<file path="src/rtl/core/prc_pkg.sv">
// Package for the pinned reference-count key table.
// Holds the beat structs, operation and status codes, and the cell types.
// No dependencies.
package prc_pkg;

    typedef enum logic [1:0] {
        OP_INSERT = 2'd0,
        OP_TOUCH  = 2'd1,
        OP_DELETE = 2'd2,
        OP_PURGE  = 2'd3
    } op_t;

    typedef enum logic [1:0] {
        ST_DONE      = 2'd0,
        ST_NOT_FOUND = 2'd1,
        ST_FULL      = 2'd2,
        ST_PINNED    = 2'd3
    } status_t;

    localparam logic [31:0] REFS_MAX = 32'hFFFF_FFFF;

    typedef struct packed {
        op_t         operation;
        logic [31:0] file_key;
        logic [31:0] fragment_key;
        logic        pin_flag;
    } req_t;

    typedef struct packed {
        status_t     status;
        logic [31:0] ref_count;
        logic [6:0]  entries_used;
    } rsp_t;

    typedef struct packed {
        logic [31:0] file;
        logic [31:0] fragment;
        logic [31:0] refs;
        logic        pinned;
    } entry_t;

    // LOAD_LEFT moves entries toward the back, LOAD_RIGHT toward the front
    typedef enum logic [1:0] {
        CELL_HOLD       = 2'd0,
        CELL_LOAD_LEFT  = 2'd1,
        CELL_LOAD_RIGHT = 2'd2,
        CELL_INC        = 2'd3
    } cell_cmd_t;

    typedef struct packed {
        cell_cmd_t cmd;
        logic      capture;
    } cell_ctl_t;

endpackage

</file>
<file path="src/rtl/core/prc_cell.sv">
// One slot of the key table chain: entry storage, key compare, count increment.
// Depends on prc_pkg.
module prc_cell
    import prc_pkg::*;
(
    input  logic        clk,
    input  logic        rst_n,
    input  cell_ctl_t   ctl,
    input  logic [31:0] key_file,
    input  logic [31:0] key_fragment,
    input  entry_t      left_entry,
    input  logic        left_valid,
    input  entry_t      right_entry,
    input  logic        right_valid,
    output entry_t      entry,
    output logic        valid,
    output logic        match,
    output logic [31:0] refs_inc
);

    entry_t entry_reg;
    entry_t entry_next;
    logic   valid_reg;
    logic   valid_next;
    logic   match_reg;

    // saturate at the top of the count range
    assign refs_inc = (entry_reg.refs == REFS_MAX) ? entry_reg.refs : entry_reg.refs + 32'd1;

    always_comb
    begin
        entry_next = entry_reg;
        valid_next = valid_reg;
        case (ctl.cmd)
            CELL_LOAD_LEFT:
            begin
                entry_next = left_entry;
                valid_next = left_valid;
            end
            CELL_LOAD_RIGHT:
            begin
                entry_next = right_entry;
                valid_next = right_valid;
            end
            CELL_INC:
            begin
                entry_next.refs = refs_inc;
            end
            default:
            begin
                entry_next = entry_reg;
            end
        endcase
    end

    always_ff @(posedge clk or negedge rst_n)
    begin
        if (!rst_n)
        begin
            valid_reg <= 1'b0;
            match_reg <= 1'b0;
        end
        else
        begin
            valid_reg <= valid_next;
            if (ctl.capture)
            begin
                match_reg <= valid_reg && (entry_reg.file == key_file)
                             && (entry_reg.fragment == key_fragment);
            end
        end
    end

    always_ff @(posedge clk)
    begin
        entry_reg <= entry_next;
    end

    assign entry = entry_reg;
    assign valid = valid_reg;
    assign match = match_reg;

endmodule

</file>
<file path="config.mk">
export PLATFORM = sky130hd
export DESIGN_NAME = prc_cell
export DESIGN_NICKNAME = d
export VERILOG_FILES = /design/src/rtl/core/prc_pkg.sv /design/src/rtl/core/prc_cell.sv
export SDC_FILE = /design/constraint.sdc
export NUM_CORES = 1
export LEC_CHECK = 0
export BUFFER_PORTS_ARGS = -buffer_cell sky130_fd_sc_hd__buf_2
export CAP_MARGIN = 0
export CORE_AREA = 3 3 153 155
export DETAILED_ROUTE_END_ITERATION = 8
export DIE_AREA = 0 0 156 158
export GPL_ROUTABILITY_DRIVEN = 1
export MAX_ROUTING_LAYER = met4
export SYNTH_ARGS = -nofsm -noshare
export SYNTH_HDL_FRONTEND = slang
export SYNTH_SLANG_ARGS = --single-unit
</file>
<file path="constraint.sdc">
create_clock -name clk -period 3 [get_ports clk]
set_input_delay 0.15 -clock clk [delete_from_list [all_inputs] [get_ports clk]]
set_output_delay 0.15 -clock clk [all_outputs]
set_load 0.02 [all_outputs]
</file>
==> key figures, run 1 <==
Status
  – Status: finished, final reports clean

Die
  – Chip height: 158 µm
  – Core area: 22,000 µm²
  – Die ar.: 24,600 µm²
  – # rows: 54
  – I/O pin cnt: 396
  – Die W: 156 µm
  – Starting density of the core: 0.270

Critical path
  – CP max FO: 13
  – Buffers & Inverters on Critical Path: 1
  – Req. time, crit path: 2.85 ns
  – Cell count of the worst reg-to-reg path: 7
  – Worst-path cell with the longest stage delay: or4_1
  – Crit path DAT: 2.65 ns
  – FF-to-FF End: entry[2]$_DFFE_PP_
  – CP Capture Type: output port
  – Crit path largest cell delay: 0.56 ns
  – Critical Path Source Type: register
  – Type of the worst setup path: reg -> out
  – Cell family with most CP delay: simple AND/OR/NAND/NOR gates
  – Reg2reg start: entry[6]$_DFFE_PP_
  – Worst-path cell chain: ha_1 -> nand3_1 -> or4_1 -> o31a_2 -> nand4b_1 -> xnor2_1 -> buf_2
  – R2r setup slk: 0.51 ns

Synthesis
  – Top FF cell, synth: edfxtp_1
  – Post-synth EDFFs: 97
  – Post-synthesis cell area: 5920 µm²
  – Mapped Cells: 485
  – Synth Warn #: 0
  – Synth top area share: 0.492
  – Seq/Total Area, Yosys: 0.500
  – Post-synth top area cell: edfxtp_1
  – Seq cells post-synth: 99
  – Post-Syn Area per Cell: 12.2 µm²
  – Synth cell types: 45
  – Top cells by area, synth: edfxtp_1 49%, mux2_2 13%, xnor2_1 6.5%, xor2_1 4.6%, a22o_1 4.1%
  – Async SR Flop Fraction: 0.0202
  – Syn Nets: 754

Final layout
  – Most frequent cells in the layout: 395 x buf_2, 97 x edfxtp_1, 69 x mux2_2
  – Reg area: 2960 µm²
  – Post-route insts no fill: 1,175
  – Filler cells: 2,193
  – Most common cell after layout, fill and taps aside: buf_2
  – Layout Nets: 1,151
  – Layout Area Growth over Synthesis: 45.8%
  – Multi-input logic area: 2810 µm²
  – Max reg flops: 97
  – Layout cells sized above 1: 0.566
  – Final core area utilization: 0.393

STA
  – Clk_skew: 0.0121 ns
  – Fmax: 357 MHz
  – RSZ-0062 raised after global routing: false
  – Measured slew at the worst slew-check pin: 0.599 ns
  – Setup TNS: 0 ns
  – Slew HR: 0.597
  – Final min period: 2.80 ns
  – Final period utilization: 0.934
  – Final hold vios: 0
  – # setup viols final: 0
  – Final Slew Violations: 0

CTS
  – Clk slew on worst S/H paths: 0.09 ns
  – Sink Count: 99
  – H-tree levels: 3
  – CTS tree: built
  – CTS root buf: clkbuf_16
  – Maximum clock path buffer count: 2
  – Worst skew pair latency: 0.36 ns
  – TritonCTS buffer count: 9

Power and ir drop
  – Comb power frac: 0.294
  – PwrDens: 511 nW/µm²
  – Power Internal: 2.89 mW
  – Total power: 4.41 mW
  – Sequential power share: 0.437
  – LEAKAGE: 3.95 nW
  – Sw Share: 0.345
  – Sw power: 1.52 mW
  – Max IR drop VDD: 0.000247 V
  – Clk pwr share: 0.269

Min path
  – Hold Path Origin: left_entry[37]
  – Worst Hold End: entry[37]$_DFFE_PP_
  – Hold Path Class: in -> reg
  – Hold depth: 2

Detailed routing
  – 1st-iter DRT viols: 307
  – DR vias: 5,584
  – DRT Pass-1 Iters: 5
  – ANT nets after route: 0
  – Final WL: 22,800 µm
  – Avg Vias per Cell: 4.75
  – Drt wl/cell: 19.4 µm
  – # DRC: 0

Global routing
  – Vias in the first global route: 5,526
  – Global router's overall resource usage: 0.180
  – Initial antenna violation count: 8
  – Overflow after GRT: 0
  – First-pass GRT wire length: 32,500 µm
  – Largest net degree at the start of global routing: 99

Placement
  – Dpl cells: 1,148
  – GPL Wtd Cong: 0.870
  – Hpwl dp: 18,700 µm
  – Port Buffer Count: 395

Job
  – Max-cap viol count: 0
cell usage after synthesis (4+ instances only):
cell,n
xnor2_1,44
inv_1,22
edfxtp_1,97
a22oi_1,5
xor2_1,31
a22o_1,28
nor2_1,6
a21o_1,28
o22ai_1,5
nand2_1,21
clkbuf_1,17
mux2_2,69
nor3_1,9
nand3_1,18
ha_1,4
nand4_1,17
and3_1,4
nor4_1,11
power groups by stage:
stage,clock network (mW),registers (mW),logic (mW)
after global placement,0,1.95,1.30
after global routing,1.29,1.95,1.39
after detailed placement,0,1.95,1.30
final,1.18,1.93,1.30
after CTS,1.23,1.93,1.31
after floorplan,0,2.15,0.502
metal layers:
layer  global-route usage  vias up  routed length (µm)
met5                    -        -                   0
met4               0.0467        0                 332
met3               0.0498       22                1720
met2                0.293      234               11300
met1                0.222     2661                9410
li1                     -     2667                   -
cells by family after synthesis:
group	share of synthesized area
compound gates	0.113
xor+xnor	0.111
fa+ha+maj	0.00845
buf+inv	0.0275
flops	0.500
mux	0.133
simple gates	0.107
layout make-up:
class	count	area share
antenna	8	0.00232
timing repair buffer	407	0.243
clock inverter	7	0.00928
multi-input combinational	343	0.326
clock buffer	9	0.0261
sequential	99	0.343
inverter	22	0.00957
tap	280	0.0406
stage by stage:
stage	hold WS (ns)	cell area (µm²)	worst slack (ns)
floorplan	-0.146	5920	0.426
global placement	-0.0601	8280	0.571
detailed placement	-0.0635	8280	0.492
CTS	0.0679	8600	0.112
global route	0.0749	8630	0.00245
finish	0.0873	8630	0.199
worst max path at each step:
stage          cells after the start                   to  slack (ns)               start
2_1_floorplan                      8  entry[12]$_DFFE_PP_        0.43  entry[1]$_DFFE_PP_
3_3_place_gp                       7   entry[8]$_DFFE_PP_        0.57  entry[1]$_DFFE_PP_
3_5_place_dp                       7   entry[7]$_DFFE_PP_        0.49  entry[2]$_DFFE_PP_
4_1_cts                            7          refs_inc[6]        0.11  entry[2]$_DFFE_PP_
5_1_grt                            7         refs_inc[14]       0.002  entry[1]$_DFFE_PP_
6_report                           7         refs_inc[14]        0.20  entry[1]$_DFFE_PP_
repair_timing:
| action | CTS | global route |
|---|---|---|
| resized for setup | 0 | 1 |
| hold endpoints to repair | 3 | 0 |
| endpoints found under the setup margin | 0 | 17 |
| setup buffers | 0 | 1 |
| hold buffers | 2 | 0 |
Power figures use the tool's default switching activity.
==> inputs of run 2 (changes only) <==
--- a/config.mk
+++ b/config.mk
@@ -7,11 +7,14 @@
 export LEC_CHECK = 0
 export BUFFER_PORTS_ARGS = -buffer_cell sky130_fd_sc_hd__buf_2
 export CAP_MARGIN = 0
-export CORE_AREA = 3 3 153 155
+export CELL_PAD_IN_SITES_DETAIL_PLACEMENT = 1
+export CELL_PAD_IN_SITES_GLOBAL_PLACEMENT = 1
+export CORE_AREA = 3 3 151 153
 export DETAILED_ROUTE_END_ITERATION = 8
-export DIE_AREA = 0 0 156 158
+export DIE_AREA = 0 0 154 156
 export GPL_ROUTABILITY_DRIVEN = 1
 export MAX_ROUTING_LAYER = met4
+export PLACE_DENSITY_LB_ADDON = 0.1
 export SYNTH_ARGS = -nofsm -noshare
 export SYNTH_HDL_FRONTEND = slang
 export SYNTH_SLANG_ARGS = --single-unit
==> key figures, run 2 (synthesis gave the netlist of run 1 again) <==
STA
  – RSZ-0062 raised after global routing: true
  – Measured slew at the worst slew-check pin: 0.610 ns (+0.0114 ns)
  – Clk_skew: 0.00725 ns (-0.00483 ns)
  – Final min period: 2.92 ns (+0.117 ns)
  – Fmax: 343 MHz (-4.0%)
  – Final period utilization: 0.972 (+0.0389)
  – # setup viols final: 0 (unchanged)
  – Slew HR: 0.593 (-0.00390)
  – Final Slew Violations: 0 (unchanged)
  – Final hold vios: 0 (unchanged)

CTS
  – Sink Count: 99 (unchanged)
  – H-tree levels: 3 (unchanged)
  – TritonCTS buffer count: 9 (unchanged)
  – Maximum clock path buffer count: 2 (unchanged)
  – Worst skew pair latency: 0.34 ns (-0.02 ns)
  – CTS root buf: clkbuf_16
  – CTS tree: built
  – Clk slew on worst S/H paths: 0.07 ns (-0.02 ns)

Final layout
  – Reg area: 2960 µm² (unchanged)
  – Finished layout cell area: 8590 µm² (-0.51%)
  – Layout Nets: 1,153 (+0.17%)
  – Most common cell after layout, fill and taps aside: buf_2
  – Multi-input logic area: 2810 µm² (unchanged)
  – Layout Area Growth over Synthesis: 45.1%
  – Layout cells sized above 1: 0.566 (about the same)
  – Most frequent cells in the layout: 395 x buf_2, 97 x edfxtp_1, 69 x mux2_2
  – Filler cells: 2,524 (+15%)
  – Max reg flops: 97 (unchanged)

Power and ir drop
  – PwrDens: 508 nW/µm² (-0.55%)
  – Total power: 4.36 mW (-1.1%)
  – Max IR drop VDD: 0.000233 V (-5.3%)
  – LEAKAGE: 3.94 nW (-0.14%)

Global routing
  – Busiest grt layer: met2
  – Grt met2 use: 0.360 (+0.0677)
  – Initial antenna violation count: 3 (-5)
  – Vias in the first global route: 6,173 (+12%)
  – Global router's overall resource usage: 0.203 (+0.0234)
  – Overflow after GRT: 0 (unchanged)
  – M3 GR Usage: 0.0436 (-0.00620)
  – Met1 Usage GRT: 0.230 (+0.00833)
  – First-pass GRT wire length: 36,200 µm (+11%)
  – Largest net degree at the start of global routing: 45 (-55%)

Critical path
  – CP max FO: 13 (unchanged)
  – Critical Path Source Type: register
  – CP Capture Type: output port
  – Req. time, crit path: 2.85 ns (about the same)
  – Type of the worst setup path: reg -> out
  – Crit path DAT: 2.77 ns (+0.12 ns)

Detailed routing
  – # DRC: 0 (unchanged)
  – Final WL: 25,000 µm (+9.9%)
  – DR vias: 5,582 (-0.036%)
  – Drt wl/cell: 21.3 µm (+10%)
  – Avg Vias per Cell: 4.76 (+0.13%)
  – 1st-iter DRT viols: 259 (-16%)
  – ANT nets after route: 0 (unchanged)
  – DRT Pass-1 Iters: 4 (-1)

Job
  – Max-cap viol count: 0 (unchanged)

Placement
  – Port Buffer Count: 395 (unchanged)
  – Hpwl dp: 20,900 µm (+12%)
  – Dpl cell area: 8270 µm² (-0.15%)
  – GPL Wtd Cong: 0.873 (+0.38%)

Die
  – I/O pin cnt: 396 (unchanged)
  – Die W: 154 µm (-1.3%)
  – Die ar.: 24,000 µm² (-2.5%)
  – Chip height: 156 µm (-1.3%)
  – Core area: 21,700 µm² (-1.2%)
  – # rows: 54 (unchanged)
  – Starting density of the core: 0.273 (+0.00336)

Min path
  – Hold Path Class: in -> reg

Status
  – Status: finished, final reports clean
## run 2: cell count changes in the layout (fill, tap and decap cells not counted)
cell,delta
clkbuf_1,+1
diode_2,-4
inv_8,-2
buf_4,+3
clkinv_8,-2
clkinv_2,+3
buf_12,-1
## run 2: what timing repair did
item                                    4_1_cts  5_1_grt
hold buffers                                  2        0
resized for setup                             0        1
setup buffers                                 0        3
endpoints found under the setup margin        0       27
hold endpoints to repair                      3        0
## run 2: critical path: stages (launching register included)
cell and delay (ns):
edfxtp_1 0.44, ha_1 0.22, nand3_1 0.16, or4_1 0.58
o31a_2 0.45, nand2_1 0.13, xnor2_1 0.20, buf_2 0.24
## run 2: final cells by class
class                   count  area share
inverters                  22     0.00962
multi-input cells         343       0.328
flip-flops and latches     99       0.345
diodes                      4     0.00117
well taps                 280      0.0408
repair buffers            409       0.244
clock buffers              10      0.0267
clock inverters             6     0.00466
## run 2: worst paths after layout
| kind | start | endpoint | slack (ns) | cells after the start |
|---|---|---|---|---|
| worst max-delay path | entry[1]$_DFFE_PP_ | refs_inc[15] | 0.08 | 7 |
| worst min-delay path | left_entry[27] | entry[27]$_DFFE_PP_ | 0.1 | 3 |
| worst max register to register | entry[1]$_DFFE_PP_ | entry[15]$_DFFE_PP_ | 0.44 | 7 |
| worst min register to register | match$_DFFE_PN0P_ | match$_DFFE_PN0P_ | 0.55 | 2 |
| max in group asynchronous | rst_n | valid$_DFFE_PN0P_ | 2.80 | 2 |
| min in group asynchronous | rst_n | match$_DFFE_PN0P_ | 0.11 | 2 |
## run 2: metal layers
| layer | up-vias | wire length [µm] |
|---|---|---|
| li1 | 2655 | - |
| met1 | 2661 | 9900 |
| met2 | 240 | 13100 |
| met3 | 26 | 1610 |
| met4 | 0 | 465 |
| met5 | - | 0 |
## run 2: stage by stage
stage	worst slack [ns]	util	std cells	TNS [ns]	hold WS [ns]
floorplan	0.426	-	485	0	-0.146
global placement	0.421	0.381	1148	0	-0.0638
detailed placement	0.392	0.381	1148	0	-0.0617
CTS	0.0126	0.394	1166	0	0.0792
global route	-0.0583	0.396	1173	-0.282	0.0896
finish	0.0827	0.396	1173	0	0.0969
## run 2: power by group
part           total, mW  leakage, nW  internal, mW  switching, mW
Clock               1.11        0.133         0.565          0.549
Sequential          1.92        0.993          1.75          0.169
Combinational       1.33         2.82         0.541          0.788
Total               4.36         3.94          2.86           1.50
